**src/rtl/ora_pkg.sv**
```systemverilog
// ----------------------------------------------------------------------------
// Ordered resource allocator package
// Sizes, codes and a helper function shared by the allocator core.
// ----------------------------------------------------------------------------
package ora_pkg;

	localparam int RESOURCES  = 16;
	localparam int PROCESSES  = 4;
	localparam int NEED_REGS  = 4;

	localparam int RID_W      = 5;
	localparam int PID_W      = 3;
	localparam int CNT_W      = 5;
	localparam int STATUS_W   = 4;
	localparam int CFG_IDX_W  = 3;
	localparam int CFG_DATA_W = 5;
	localparam int PIDX_W     = (PROCESSES > 1) ? $clog2(PROCESSES) : 1;

	typedef logic [RESOURCES-1:0] res_vec_t;

	typedef enum logic [2:0] {
		PS_RUN  = 3'b001,
		PS_WAIT = 3'b010,
		PS_FIN  = 3'b100
	} proc_state_t;

	typedef enum logic [STATUS_W-1:0] {
		ST_GRANT     = 4'd0,
		ST_BAD_PID   = 4'd1,
		ST_DONE      = 4'd2,
		ST_STILL_WAIT = 4'd3,
		ST_RANGE     = 4'd4,
		ST_HELD      = 4'd5,
		ST_NOW_WAIT  = 4'd6,
		ST_ORDER     = 4'd7,
		ST_TOO_FEW   = 4'd8
	} status_t;

	typedef enum logic [CFG_IDX_W-1:0] {
		CFG_RESOURCE_COUNT = 3'd0,
		CFG_PROCESS_COUNT  = 3'd1,
		CFG_ORDERED_MODE   = 3'd2,
		CFG_MAX_NEED_P0    = 3'd3,
		CFG_MAX_NEED_P1    = 3'd4,
		CFG_MAX_NEED_P2    = 3'd5,
		CFG_MAX_NEED_P3    = 3'd6
	} cfg_reg_t;

	function automatic res_vec_t res_bit(input logic [RID_W-1:0] r);
		res_vec_t v;
		for (int i = 0; i < RESOURCES; i++) begin
			v[i] = (r == RID_W'(i + 1));
		end
		return v;
	endfunction

endpackage

```
**src/rtl/ordered_resource_allocator_core.sv**
```systemverilog
// ----------------------------------------------------------------------------
// Ordered resource allocator core
// Grants numbered resources to processes, enforcing ascending order when
// ordered mode is on, and releases a process's resources when it finishes.
// ----------------------------------------------------------------------------
// The core accepts one request per clock cycle unless a result waiting on
// out_ready blocks it, and returns one result for each request: a request
// register feeds a single pass of compare and bitmap logic over the busy map
// and per-process state, and the result register holds the answer while the
// state updates at the same edge, so back-to-back requests from the same
// process see each other's effect. All state lives in flip-flops and is set
// directly by reset, the configuration to its defaults. Configuration writes
// are taken in any cycle and must only be issued while the core is idle.
module ordered_resource_allocator_core (
	input  logic                          clk,
	input  logic                          arst_n,
	input  logic                          in_valid,
	output logic                          in_ready,
	input  logic [ora_pkg::PID_W-1:0]     pid,
	input  logic [ora_pkg::RID_W-1:0]     rid,
	output logic                          out_valid,
	input  logic                          out_ready,
	output logic [ora_pkg::STATUS_W-1:0]  status,
	output logic [ora_pkg::RID_W-1:0]     granted_resource,
	output logic                          process_finished,
	output logic                          all_finished,
	output logic [ora_pkg::RID_W-1:0]     allowed_low,
	output logic [ora_pkg::RID_W-1:0]     allowed_high,
	input  logic                          cfg_valid,
	output logic                          cfg_ready,
	input  logic [ora_pkg::CFG_IDX_W-1:0] cfg_index,
	input  logic [ora_pkg::CFG_DATA_W-1:0] cfg_data
);

	localparam int RW = ora_pkg::RID_W;
	localparam int CW = ora_pkg::CNT_W;
	localparam int NP = ora_pkg::PROCESSES;

	logic [RW-1:0]               res_count_q;
	logic [ora_pkg::PID_W-1:0]   proc_count_q;
	logic                        ordered_q;
	logic [CW-1:0]               need_q [ora_pkg::NEED_REGS];

	ora_pkg::res_vec_t           busy_q, busy_d;
	ora_pkg::proc_state_t        pstate_q [NP];
	ora_pkg::proc_state_t        pstate_d [NP];
	logic [RW-1:0]               last_q [NP];
	logic [RW-1:0]               last_d [NP];
	logic [RW-1:0]               pend_q [NP];
	logic [RW-1:0]               pend_d [NP];
	logic [CW-1:0]               held_q [NP];
	logic [CW-1:0]               held_d [NP];
	ora_pkg::res_vec_t           hset_q [NP];
	ora_pkg::res_vec_t           hset_d [NP];

	logic                        valid_s1;
	logic [ora_pkg::PID_W-1:0]   pid_s1;
	logic [RW-1:0]               rid_s1;

	logic                        valid_s2;
	ora_pkg::status_t            status_s2;
	logic [RW-1:0]               granted_s2;
	logic                        fin_s2;
	logic                        all_s2;
	logic [RW-1:0]               lo_s2;
	logic [RW-1:0]               hi_s2;

	logic                        advance;
	logic                        fire;
	logic [RW-1:0]               rc;
	logic [ora_pkg::PID_W-1:0]   pc;
	logic [ora_pkg::PIDX_W-1:0]  p;
	logic [CW-1:0]               mx;
	logic [CW-1:0]               need_rem;
	logic [RW-1:0]               left;
	logic [RW:0]                 rc_p1;
	logic [RW:0]                 hi_wide;
	logic                        rid_busy;
	logic                        pend_free;
	logic                        do_grant;
	logic [RW-1:0]               grant_r;
	logic [CW-1:0]               new_cnt;
	logic                        finish;
	ora_pkg::status_t            status_c;
	logic [RW-1:0]               lo_c;
	logic [RW-1:0]               hi_c;
	logic                        all_c;
	ora_pkg::res_vec_t           held_union;

	assign advance  = !valid_s2 || out_ready;
	assign in_ready = !valid_s1 || advance;
	assign fire     = valid_s1 && advance;
	assign cfg_ready = 1'b1;

	assign rc = (res_count_q > RW'(ora_pkg::RESOURCES)) ? RW'(ora_pkg::RESOURCES) : res_count_q;
	assign pc = (proc_count_q > ora_pkg::PID_W'(NP)) ? ora_pkg::PID_W'(NP) : proc_count_q;
	assign p  = pid_s1[ora_pkg::PIDX_W-1:0];

	always_comb begin
		mx = '0;
		if (int'(p) < ora_pkg::NEED_REGS) begin
			mx = need_q[p];
		end
	end

	assign need_rem  = (mx > held_q[p]) ? (mx - held_q[p]) : '0;
	assign left      = rc - rid_s1 + RW'(1);
	assign rc_p1     = {1'b0, rc} + (RW+1)'(1);
	assign hi_wide   = ({1'b0, need_rem} > rc_p1) ? '0 : (rc_p1 - {1'b0, need_rem});
	assign rid_busy  = |(busy_q & ora_pkg::res_bit(rid_s1));
	assign pend_free = ~|(busy_q & ora_pkg::res_bit(pend_q[p]));

	always_comb begin
		status_c = ora_pkg::ST_GRANT;
		do_grant = 1'b0;
		grant_r  = '0;
		lo_c     = '0;
		hi_c     = '0;
		busy_d   = busy_q;
		for (int i = 0; i < NP; i++) begin
			pstate_d[i] = pstate_q[i];
			last_d[i]   = last_q[i];
			pend_d[i]   = pend_q[i];
			held_d[i]   = held_q[i];
			hset_d[i]   = hset_q[i];
		end

		if (pid_s1 >= pc) begin
			status_c = ora_pkg::ST_BAD_PID;
		end else if (pstate_q[p] == ora_pkg::PS_FIN) begin
			status_c = ora_pkg::ST_DONE;
		end else if (pstate_q[p] == ora_pkg::PS_WAIT) begin
			if (pend_free) begin
				do_grant = 1'b1;
				grant_r  = pend_q[p];
			end else begin
				status_c = ora_pkg::ST_STILL_WAIT;
			end
		end else if (rid_s1 == '0 || rid_s1 > rc) begin
			pend_d[p] = '0;
			status_c  = ora_pkg::ST_RANGE;
		end else begin
			pend_d[p] = rid_s1;
			if (rid_busy) begin
				if (last_q[p] == rid_s1) begin
					status_c = ora_pkg::ST_HELD;
				end else begin
					pstate_d[p] = ora_pkg::PS_WAIT;
					status_c    = ora_pkg::ST_NOW_WAIT;
				end
			end else if (!ordered_q) begin
				do_grant = 1'b1;
				grant_r  = rid_s1;
			end else if (last_q[p] == '0 && left >= need_rem) begin
				do_grant = 1'b1;
				grant_r  = rid_s1;
			end else if (rid_s1 <= last_q[p]) begin
				status_c = ora_pkg::ST_ORDER;
			end else if (left < need_rem) begin
				status_c = ora_pkg::ST_TOO_FEW;
				lo_c     = last_q[p] + RW'(1);
				hi_c     = hi_wide[RW-1:0];
			end else begin
				do_grant = 1'b1;
				grant_r  = rid_s1;
			end
		end

		new_cnt = held_q[p] + CW'(1);
		finish  = do_grant && (mx == new_cnt);
		if (do_grant) begin
			if (finish) begin
				pstate_d[p] = ora_pkg::PS_FIN;
				busy_d      = busy_q & ~(hset_q[p] | ora_pkg::res_bit(grant_r));
				hset_d[p]   = '0;
				held_d[p]   = '0;
				last_d[p]   = '0;
				pend_d[p]   = '0;
			end else begin
				pstate_d[p] = ora_pkg::PS_RUN;
				busy_d      = busy_q | ora_pkg::res_bit(grant_r);
				hset_d[p]   = hset_q[p] | ora_pkg::res_bit(grant_r);
				held_d[p]   = new_cnt;
				last_d[p]   = grant_r;
			end
		end

		all_c = 1'b1;
		for (int i = 0; i < NP; i++) begin
			if (ora_pkg::PID_W'(i) < pc && pstate_d[i] != ora_pkg::PS_FIN) begin
				all_c = 1'b0;
			end
		end
	end

	always_ff @(posedge clk or negedge arst_n) begin
		if (!arst_n) begin
			res_count_q  <= RW'(10);
			proc_count_q <= ora_pkg::PID_W'(3);
			ordered_q    <= 1'b1;
			for (int i = 0; i < ora_pkg::NEED_REGS; i++) begin
				need_q[i] <= '0;
			end
		end else if (cfg_valid && cfg_ready) begin
			unique case (ora_pkg::cfg_reg_t'(cfg_index))
				ora_pkg::CFG_RESOURCE_COUNT: res_count_q  <= cfg_data[RW-1:0];
				ora_pkg::CFG_PROCESS_COUNT:  proc_count_q <= cfg_data[ora_pkg::PID_W-1:0];
				ora_pkg::CFG_ORDERED_MODE:   ordered_q    <= cfg_data[0];
				ora_pkg::CFG_MAX_NEED_P0:    need_q[0]    <= cfg_data[CW-1:0];
				ora_pkg::CFG_MAX_NEED_P1:    need_q[1]    <= cfg_data[CW-1:0];
				ora_pkg::CFG_MAX_NEED_P2:    need_q[2]    <= cfg_data[CW-1:0];
				ora_pkg::CFG_MAX_NEED_P3:    need_q[3]    <= cfg_data[CW-1:0];
				default: begin
				end
			endcase
		end
	end

	always_ff @(posedge clk or negedge arst_n) begin
		if (!arst_n) begin
			busy_q <= '0;
			for (int i = 0; i < NP; i++) begin
				pstate_q[i] <= ora_pkg::PS_RUN;
				last_q[i]   <= '0;
				pend_q[i]   <= '0;
				held_q[i]   <= '0;
				hset_q[i]   <= '0;
			end
		end else if (fire) begin
			busy_q <= busy_d;
			for (int i = 0; i < NP; i++) begin
				pstate_q[i] <= pstate_d[i];
				last_q[i]   <= last_d[i];
				pend_q[i]   <= pend_d[i];
				held_q[i]   <= held_d[i];
				hset_q[i]   <= hset_d[i];
			end
		end
	end

	always_ff @(posedge clk or negedge arst_n) begin
		if (!arst_n) begin
			valid_s1 <= 1'b0;
			valid_s2 <= 1'b0;
		end else begin
			if (in_ready) begin
				valid_s1 <= in_valid;
			end
			if (advance) begin
				valid_s2 <= valid_s1;
			end
		end
	end

	always_ff @(posedge clk) begin
		if (in_valid && in_ready) begin
			pid_s1 <= pid;
			rid_s1 <= rid;
		end
		if (fire) begin
			status_s2  <= status_c;
			granted_s2 <= do_grant ? grant_r : '0;
			fin_s2     <= finish;
			all_s2     <= all_c;
			lo_s2      <= lo_c;
			hi_s2      <= hi_c;
		end
	end

	assign out_valid        = valid_s2;
	assign status           = status_s2;
	assign granted_resource = granted_s2;
	assign process_finished = fin_s2;
	assign all_finished     = all_s2;
	assign allowed_low      = lo_s2;
	assign allowed_high     = hi_s2;

	always_comb begin
		held_union = '0;
		for (int i = 0; i < NP; i++) begin
			held_union = held_union | hset_q[i];
		end
	end

	// The busy map is always exactly the union of the held sets.
	a_busy_matches_held: assert property (@(posedge clk) disable iff (!arst_n)
		busy_q == held_union)
		else $error("busy map differs from union of held sets");

	a_finish_has_grant: assert property (@(posedge clk) disable iff (!arst_n)
		valid_s2 && fin_s2 |-> granted_s2 != '0 && status_s2 == ora_pkg::ST_GRANT)
		else $error("process finished without a grant");

	a_too_few_range: assert property (@(posedge clk) disable iff (!arst_n)
		valid_s2 && status_s2 == ora_pkg::ST_TOO_FEW |-> lo_s2 != '0 && granted_s2 == '0)
		else $error("too-few-left result without a lower bound");

	a_stall_only_when_full: assert property (@(posedge clk) disable iff (!arst_n)
		!in_ready |-> valid_s1 && valid_s2 && !out_ready)
		else $error("request refused while the pipeline can move");

	a_fire_fills_output: assert property (@(posedge clk) disable iff (!arst_n)
		fire |=> valid_s2)
		else $error("processed request produced no result");

endmodule

```
**config.mk**
```make
export PLATFORM = sky130hd
export DESIGN_NAME = ordered_resource_allocator_core
export DESIGN_NICKNAME = d
export VERILOG_FILES = /design/src/rtl/ora_pkg.sv /design/src/rtl/ordered_resource_allocator_core.sv
export SDC_FILE = /design/constraint.sdc
export NUM_CORES = 1
export LEC_CHECK = 0
export BUFFER_PORTS_ARGS = -buffer_cell sky130_fd_sc_hd__buf_2
export CAP_MARGIN = 0
export CORE_ASPECT_RATIO = 0.8
export CORE_MARGIN = 4
export CORE_UTILIZATION = 45
export CTS_CLUSTER_SIZE = 10
export DETAILED_ROUTE_END_ITERATION = 7
export PLACE_DENSITY_LB_ADDON = 0.05
export SYNTH_ARGS = -nofsm -noshare
export SYNTH_HDL_FRONTEND = slang
export SYNTH_SLANG_ARGS = --single-unit
```
**constraint.sdc**
```tcl
create_clock -name clk -period 6.6 [get_ports clk]
set_input_delay 1.32 -clock clk [delete_from_list [all_inputs] [get_ports clk]]
set_output_delay 1.32 -clock clk [all_outputs]
set_load 0.01 [all_outputs]
```
**Yosys cells after proc, flatten, opt, wreduce, memory -nomap -nowiden**

Cells that the tools add are included.

- Bitwise gates (word level): 25
- Equal/unequal tests: 62
- Magnitude comparators: 15
- Add/subtract/negate cells: 7
- Multiplexer cells: 80
- Reduce and logical (&&, ||, !) cells: 31

Operators with widths:

| cell | number |
|---|---|
| $mux W20 | 8 |
| $eq A5 B4 Y1 const B | 24 |
| $mux W5 | 21 |
| $mux W12 | 8 |
| $and A20 B20 Y20 | 4 |
| $and A64 B64 Y64 | 1 |
| $bwmux W64 | 1 |
| $mux W16 | 4 |
| $mux W64 | 1 |
| $not A64 Y64 | 1 |
| $bwmux W20 | 3 |
| $eq A5 B3 Y1 const B | 12 |
| $and A16 B16 Y16 | 3 |
| $bmux W5 S2 | 4 |
| $bmux W16 S2 | 1 |
| $demux W16 S2 | 1 |
| $or A16 B16 Y16 | 2 |
| $reduce_or A16 Y1 | 2 |
| $eq A5 B2 Y1 const B | 6 |
| $mux W4 | 7 |
| $reduce_or A25 Y1 | 1 |
| $and A8 B8 Y8 | 3 |
| $not A8 Y8 | 3 |
| $reduce_or A24 Y1 | 1 |
| other kinds (41) | 98 |

- Input port bits: 21
- Logic and storage cells: 259
- Output and inout bits: 24
- Bits in registers: 212

**Longest topological paths before layout**

Gate-level depths: netlist of the first run.

- Depth after elaboration: 22
- Depth in mapped cells: 27

**Least setup slack after synthesis of the first run**

Ideal clock, no wire load.

- Kind: register to register
- Start: register pid_s1[0] in the netlist's numbering
- End: register held_q[18] in the netlist's numbering
- Path buffers: 5
- Data required time: 6,475 ps
- Library setup time: 125 ps
- Path slack: 778 ps
- Arrival time: 5,698 ps
- Stages on the path, launching flop included: 25
- Period minus slack after synthesis: 5,822 ps
- Path through: edfxtp_1 > buf_6 > buf_4 > buf_2 > buf_1 > mux4_2 > inv_1 > ha_1 > inv_1 > a21o_1 > a21o_1 > a21o_1 > a21oi_1 > a31oi_1 > nand2_1 > ha_1 > nor2b_1 > o21ai_0 > nand2b_1 > a221o_1 > o31ai_2 > o21ai_2 > nand3_1 > clkbuf_1 > mux2_2

- Longest elaborated chain between the ends: 18
- Elaborated cells between the ends (all ways): 68
- Classes of those cells: add/sub: 2; order compare: 7; eq/ne: 19; mux: 30; bitwise: 4; reduce/logical: 6

Ends and longest elaborated chain:

| element | RTL line | source |
|---|---|---|
| from (decl) | ordered_resource_allocator_core.sv:57 | `logic [ora_pkg::PID_W-1:0] pid_s1;` |
| from (signal assigned) | ordered_resource_allocator_core.sv:257 | `pid_s1 <= pid;` |
| $not A2 Y3 (implied by the code) | - |  |
| $bmux W5 S2 (on tied branches) | ordered_resource_allocator_core.sv:102, ordered_resource_allocator_core.sv:106, ordered_resource_allocator_core.sv:169 |  |
| $mux W5 (on tied branches) (2 in a row) | ordered_resource_allocator_core.sv:102, ordered_resource_allocator_core.sv:106, ordered_resource_allocator_core.sv:169 |  |
| $sub A5 B5 Y5 / $gt A5 B5 Y1 (equally long branches) | ordered_resource_allocator_core.sv:106 | `assign need_rem = (mx > held_q[p]) ? (mx - held_q[p]) : '0;` |
| $mux W5 | ordered_resource_allocator_core.sv:106 |  |
| $lt A5 B5 Y1 | ordered_resource_allocator_core.sv:159 | `end else if (left < need_rem) begin` |
| $mux W1 | ordered_resource_allocator_core.sv:159 |  |
| $mux W1 | ordered_resource_allocator_core.sv:157 | `end else if (rid_s1 <= last_q[p]) begin` |
| $mux W1 | ordered_resource_allocator_core.sv:154 | `end else if (last_q[p] == '0 && left >= need_rem) begin` |
| $mux W1 | ordered_resource_allocator_core.sv:151 | `end else if (!ordered_q) begin` |
| $mux W1 | ordered_resource_allocator_core.sv:144 | `if (rid_busy) begin` |
| $mux W1 | ordered_resource_allocator_core.sv:139 | `end else if (rid_s1 == '0 \|\| rid_s1 > rc) begin` |
| $mux W1 | ordered_resource_allocator_core.sv:132 | `end else if (pstate_q[p] == ora_pkg::PS_WAIT) begin` |
| $mux W1 | ordered_resource_allocator_core.sv:130 | `end else if (pstate_q[p] == ora_pkg::PS_FIN) begin` |
| $mux W1 | ordered_resource_allocator_core.sv:128 | `if (pid_s1 >= pc) begin` |
| $logic_and A1 B1 Y1 | ordered_resource_allocator_core.sv:170 | `finish = do_grant && (mx == new_cnt);` |
| $mux W20 | ordered_resource_allocator_core.sv:172 | `if (finish) begin` |
| to (signal, indexed assignment) | ordered_resource_allocator_core.sv:235 | `held_q[i] <= held_d[i];` |
| to (decl) | ordered_resource_allocator_core.sv:51 | `logic [CW-1:0] held_q [NP];` |

Parallel ways exist; a longest one is shown, timed or not. The select of a mux whose other input is x is not followed.
A chain may end at the register's enable or synchronous reset.

**Worst setup path after layout of the first run**

- Start: register pid_s1[0] in the netlist's numbering
- End: register pend_q[3] in the netlist's numbering

- Longest elaborated chain between the ends: 19
- Elaborated cells between the ends (all ways): 73
- Classes of those cells: add/sub: 2; order compare: 7; eq/ne: 19; mux: 35; bitwise: 5; reduce/logical: 5

Ends and longest elaborated chain:

| element | RTL line | source |
|---|---|---|
| $not A2 Y3 (implied by the code) | - |  |
| $bmux W5 S2 (on tied branches) | ordered_resource_allocator_core.sv:102, ordered_resource_allocator_core.sv:106, ordered_resource_allocator_core.sv:169 |  |
| $mux W5 (on tied branches) (2 in a row) | ordered_resource_allocator_core.sv:102, ordered_resource_allocator_core.sv:106, ordered_resource_allocator_core.sv:169 |  |
| $sub A5 B5 Y5 / $gt A5 B5 Y1 (equally long branches) | ordered_resource_allocator_core.sv:106 |  |
| $mux W5 | ordered_resource_allocator_core.sv:106 |  |
| $lt A5 B5 Y1 | ordered_resource_allocator_core.sv:159 |  |
| $mux W1 | ordered_resource_allocator_core.sv:159 |  |
| $mux W1 | ordered_resource_allocator_core.sv:157 |  |
| [... 2 more ...] | - |  |
| $mux W1 | ordered_resource_allocator_core.sv:144 |  |
| $mux W1 | ordered_resource_allocator_core.sv:139 |  |
| $mux W1 | ordered_resource_allocator_core.sv:132 |  |
| $mux W1 | ordered_resource_allocator_core.sv:130 |  |
| $mux W1 | ordered_resource_allocator_core.sv:128 |  |
| $logic_and A1 B1 Y1 | ordered_resource_allocator_core.sv:170 |  |
| $mux W20 | ordered_resource_allocator_core.sv:172 |  |
| $mux W20 (*) | ordered_resource_allocator_core.sv:171 | `if (do_grant) begin` |
| to (signal, indexed assignment) | ordered_resource_allocator_core.sv:234 | `pend_q[i] <= pend_d[i];` |
| to (decl) | ordered_resource_allocator_core.sv:49 | `logic [RW-1:0] pend_q [NP];` |

Every way passes the cells marked *; elsewhere a longest branch is shown, timed or not. The select of a mux whose other input is x is not followed.

==> impl_metrics.yaml, run 1 <==
routing:
  drt_iter0_markers: 608
  routed_via_density: 6.028
  route.detailed.drc: 0
  postRouteWirelength_um: 32970
  drt-pass1-iter-count: 5
  avgRoutedWirePerCell_um: 23.22
  final_antenna_net_count: 0
  vias: 8560
synth:
  synth_area_leader_cell: "dfrtp_1"
  synth_area_leaders: "dfrtp_1, edfxtp_1, mux4_2, ha_1, mux2_2"
  synth_common_cells: "dfrtp_1, nand2_1, o21ai_0, inv_1, mux2_2"
  ys_types: 94
  ys.warnings.count: 0
  avgSynthCellArea_sq_um: 11.15
  synth_edf_count: 29
  yosysSeqAreaShare_pct: 47.06
  syn_nets: 1108
  synth.most_common_cell: "dfrtp_1"
  synth_cells: 1041
  synth_top_flop_cell: "dfrtp_1"
  synth_top_area_share_pct: 37.52
  async_reset_ff_share_pct: 86.32
  netlist_area_sq_um: 11610
  ys_seq_elements: 212
worst_setup_path:
  cp-end-kind: "register"
  critical_path.startpoint: "pid_s1[0]"
  regToRegSetupSlack_ns: 0.61
  crit_path_start_kind: "register"
  cp.arrival_ns: 6.46
  r2r_end: "pend_q[3]"
  required_ns: 7.06
  reg2reg_depth: 21
  crit_path_end: "pend_q[3]"
  critical_path_class: "reg2reg"
  r2r-start: "pid_s1[0]"
  worstPathMaxFanout: 15
sta:
  setup_viol: 0
  finalCriticalPeriod_ns: 5.992
  drv_slew: 0
  relSlewSlack_pct: 28.23
  setup_slack_ns: 0.6076
  fmaxAchievable_ghz: 0.1669
  rsz0062_at_grt: "false"
  finalSetupTns_ns: 0
  finClkSkew_ns: 0.01002
  timing.hold.ws_ns: 0.4748
  hold_viol: 0
  period_share_pct: 90.79
  tightest_slew_ns: 1.077
global_route:
  grt_first_pass_wirelength_um: 52070
  antenna_found_initial: 1
  overflow: 0
  gr-usage-all-layers_pct: 23.49
  grt_max_degree: 108
  grt_pass1_vias: 8443
cts:
  hold_buffers: 0
  numCtsBuffers: 25
  cts_resized: 0
  htreeDepth: 1
  cts_buffer_depth: 3
  clk_pin_slew_ns: 0.06
  root_buffer: "clkbuf_16"
  cts_setup_buffers: 0
  clock_latency_ns: 0.53
  cts_tree: "done"
  cts.sinks: 212
power_and_ir_drop:
  p_per_area_nw_per_um2: 384.7
  total_leakage_power_nw: 5.454
  power_mw: 4.925
  vdd_drop_max_mv: 0.1959
floorplanning:
  fp.dieArea_sq_um: 28440
  ioPinCount: 45
  start_util_pct: 45.74
  die_w_um: 187.6
  rows: 52
  core_region_area_sq_um: 25370
  dieHeight_um: 151.6
run_status:
  status: "complete, no violations"
placed_design:
  dpl.hpwl_um: 23400
  port-buffer-count: 43
  dp_cells: 1377
  place_ws_ns: 0.7083
  placed_area_sq_um: 12090
  place_congestion: 0.9088
finish:
  area_growth_pct: 10.32
  postLayoutCoreUtil_pct: 50.46
  drive_gt1_share_pct: 20.07
  finalInstanceArea_sq_um: 12800
  nets: 1147
  antenna_cells: 0
  finalNonFillerCells: 1420
flow_run:
  cap_viol_max_count: 0
worst_hold_path:
  min_path_type: "reg2reg"
[critical path, cell delays in order, from the launching register on]
cell and delay [ns]:
edfxtp_1 0.75, mux4_2 0.64, ha_1 0.23, inv_1 0.10, a21o_1 0.12, a21o_1 0.14
a21o_1 0.11, a21oi_1 0.07, a31oi_1 0.43, nand2_1 0.25, ha_1 0.36, nor2b_1 0.13
o21ai_0 0.14, nand2b_1 0.08, a221o_1 0.38, o31ai_2 0.30, buf_4 0.25, o21ai_2 0.19
nand3_2 0.21, inv_2 0.16, nor3_1 0.61, a32o_1 0.27
[cell families (layout without fill, tap and decap cells)]
kind of cell | count (synthesis) | count (layout) | share of synthesized area, %
muxes | 94 | 94 | 13.01
other | 1 | 1 | 0.03231
AOI/OAI and AO/OA | 271 | 271 | 16.21
and+or+nand+nor | 297 | 297 | 12.81
buffers and inverters | 98 | 153 | 4.129
xor gates and xnor gates | 22 | 22 | 1.660
adders and majority gates | 46 | 46 | 5.088
DFF | 212 | 212 | 47.06
[placed cells by master, fill, tap and decap left out, types with 25 or more instances in the layout]
master	n
o21ai_0	83
mux4_2	33
a21oi_1	30
dfrtp_1	174
buf_2	42
edfxtp_1	29
ha_1	44
nand2_1	131
nor2_1	45
inv_1	50
o21ai_1	25
mux2_2	46
clkbuf_16	25
[registers in the layout, summed over array words and instances, names as in the netlist, 4 cells and up]
register / cells
allowed_high: 5
allowed_low: 5
busy_q: 16
granted_resource: 5
held_q: 20
hset_q: 64
last_q: 20
need_q: 20
pend_q: 20
pstate_q: 12
res_count_q: 5
rid_s1: 5
status: 4
[worst min path at each step]
stage / start / slack (ns) / endpoint / depth (start not counted)
finish: hset_q[46] / 0.47 / hset_q[46] / 2
global route: hset_q[0] / 0.50 / hset_q[0] / 2
CTS: hset_q[14] / 0.48 / hset_q[14] / 2
detailed placement: last_q[13] / 0.47 / last_q[13] / 2
global placement: hset_q[19] / 0.46 / hset_q[19] / 2
floorplan: last_q[12] / 0.44 / last_q[12] / 2
[per-layer routing]
layer	vias to the layer above	wire length [um]	track usage (%)
met5	-	0	0
met4	0	592	4.622
met3	42	1922	4.123
met2	230	13750	33.62
met1	4364	16710	37.44
li1	3924	-	-
[layout make-up]
cell class,instances,area [sq um]
Clock buffer,42,709.4
Multi-Input combinational cell,731,5677
Clock inverter,1,8.758
Tap cell,324,405.4
Fill cell,2322,12570
Sequential cell,212,5461
Inverter,52,195.2
Timing Repair Buffer,58,346.6
[power breakdown]
group,switching (mW),total (mW),internal [mW]
Combinational,1.13,1.86,0.730
Sequential,0.192,1.81,1.61
Clock,0.535,1.26,0.724
Power figures use the tool's default switching activity.
==> run 2: changes to the inputs <==
Settings changed: CORE_UTILIZATION 45 to 55.
==> run 2 against run 1 <==
Net effect:
- worst setup slack better by 0.14 ns
- flip-flop and latch count unchanged
- clock power barely moved
- die area shrank 17%
- clock skew rose by 0.0028 ns
- wire length fell by 6.3%
- non-clock buffer count increased by 3
- critical path depth is the same
- total power down 0.88%
- maximum frequency grew 2.4%
- via count increased by 0.98%
==> impl_metrics.yaml, run 2 (same netlist as run 1, synthesis figures left out) <==
finish:
  area_growth_pct: 9.745
  drive_gt1_share_pct: 20.22
  nets: 1150
  regMostFlops: "hset_q"
  final_common_cell: "dfrtp_1"
  largest_register_ffs: 64
  antenna_cells: 0
  final_cell_mix: "dfrtp_1, nand2_1, o21ai_0"
sta:
  finalCriticalPeriod_ns: 5.851
  timing.hold.ws_ns: 0.4718
  hold_viol: 0
  fmaxAchievable_ghz: 0.1709
  drv_slew: 0
  setup_viol: 0
  finClkSkew_ns: 0.01278
  rsz0062_at_grt: "false"
  period_share_pct: 88.66
  relSlewSlack_pct: 35.33
  finalSetupTns_ns: 0
  tightest_slew_ns: 0.9679
placed_design:
  place_congestion: 0.9572
  dpl.hpwl_um: 21950
  port-buffer-count: 43
power_and_ir_drop:
  sequentialPowerShare_pct: 37.0
  vdd_drop_max_mv: 0.2929
  p_int_mw: 3.057
  p_sw_mw: 1.825
  p_per_area_nw_per_um2: 383.2
  p_clk_share_pct: 25.5
  combPwrFrac_pct: 37.4
  total_leakage_power_nw: 5.463
  swShare_pct: 37.38
flow_run:
  cap_viol_max_count: 0
floorplanning:
  die_w_um: 170.4
  core_region_area_sq_um: 20700
  fp.dieArea_sq_um: 23500
  ioPinCount: 45
  dieHeight_um: 137.9
  start_util_pct: 56.07
  rows: 47
worst_setup_path:
  cp-end-kind: "register"
  critical_path_class: "reg2reg"
  worstPathCellList: "mux4_2, inv_1, ha_1, a21o_1, a21o_1, a21o_1, a21oi_1, a31oi_1, nand2_1, ha_1, nor2b_1, o21ai_0, nand2b_1, a221o_1, o31ai_2, buf_4, o21ai_2, nand3_2, inv_2, o21ai_0, a22o_1"
  crit_path_start_kind: "register"
  cp_common_cell: "a21o_1"
  cp_slowest_cell: "edfxtp_1"
  cp.arrival_ns: 6.32
  r2r-start: "pid_s1[0]"
  worstPathMaxFanout: 15
  critPathMaxStageDelay_ns: 0.80
  critical_path.startpoint: "pid_s1[0]"
  required_ns: 7.07
cts:
  cts_setup_buffers: 0
  clock_latency_ns: 0.54
  cts_resized: 0
  clk_pin_slew_ns: 0.06
  hold_buffers: 0
  cts_buffer_depth: 3
  cts.sinks: 212
  cts_tree: "done"
  numCtsBuffers: 25
  root_buffer: "clkbuf_16"
  htreeDepth: 1
routing:
  final_antenna_net_count: 0
  route.detailed.drc: 0
  routed_via_density: 6.323
  avgRoutedWirePerCell_um: 22.60
  vias: 8644
  drt-pass1-iter-count: 5
  postRouteWirelength_um: 30890
  drt_iter0_markers: 900
global_route:
  overflow: 0
  antenna_found_initial: 0
  grt_max_degree: 69
  grt_pass1_vias: 8313
  gr-usage-all-layers_pct: 26.69
  grt_first_pass_wirelength_um: 48870
worst_hold_path:
  hp-start: "last_q[12]"
  min_path_type: "reg2reg"
run_status:
  status: "complete, no violations"
## run 2: stage by stage
step	setup WS (ns)	instance area (sq um)	utilization [%]	cells	total power, mW
final	0.7486	12740	61.53	1367	4.882
after global routing	0.3501	12740	61.53	1367	5.175
after CTS	0.7594	12740	61.53	1367	4.879
after detailed placement	0.7886	12020	58.07	1325	3.617
after global placement	0.8997	12020	58.07	1325	3.600
after floorplan	0.7775	11610	-	1041	3.124
## run 2: worst max-delay path: cells and delay by family (launching register included)
family                   cells  cell delay (ns)
AO/OA/AOI/OAI               11             2.60
buffers and inverters        3             0.51
AND/OR/NAND/NOR              4             0.68
multiplexers                 1             0.63
flip-flops                   1             0.80
adder cells (fa/ha/maj)      2             0.53
## run 2: power groups by stage
stage	clock, mW	sequential, mW	combinational [mW]
after global routing	1.32	1.84	2.02
after CTS	1.27	1.80	1.81
after global placement	0	1.82	1.78
after detailed placement	0	1.82	1.80
final	1.25	1.81	1.83
after floorplan	0	1.75	1.37
## run 2: worst paths after layout
kind                                   to  slack [ns]  depth (start not counted)
max                            pend_q[17]        0.75                         21
min                            last_q[12]        0.47                          2
max reg2reg                    pend_q[17]        0.75                         21
min reg2reg                    last_q[12]        0.47                          2
max in group asynchronous      hset_q[28]        4.54                          2
min in group asynchronous  res_count_q[4]        0.75                          1
## run 2: area by class of cell
| cell class | count | area (sq um) |
|---|---|---|
| well taps | 269 | 336.6 |
| flip-flops and latches | 212 | 5461 |
| clock inverters | 2 | 25.02 |
| repair buffers | 61 | 356.6 |
| multi-input cells | 731 | 5670 |
| fillers | 1720 | 7963 |
| inverters | 52 | 195.2 |
| clock buffers | 40 | 691.9 |
## run 2: metal layers
metal	global-route usage [%]	vias up	part of all wire (%)
li1	-	3930	-
met1	42.82	4326	48
met2	37.66	345	41
met3	5.671	43	9.2
met4	4.967	0	1.8
met5	0	-	0
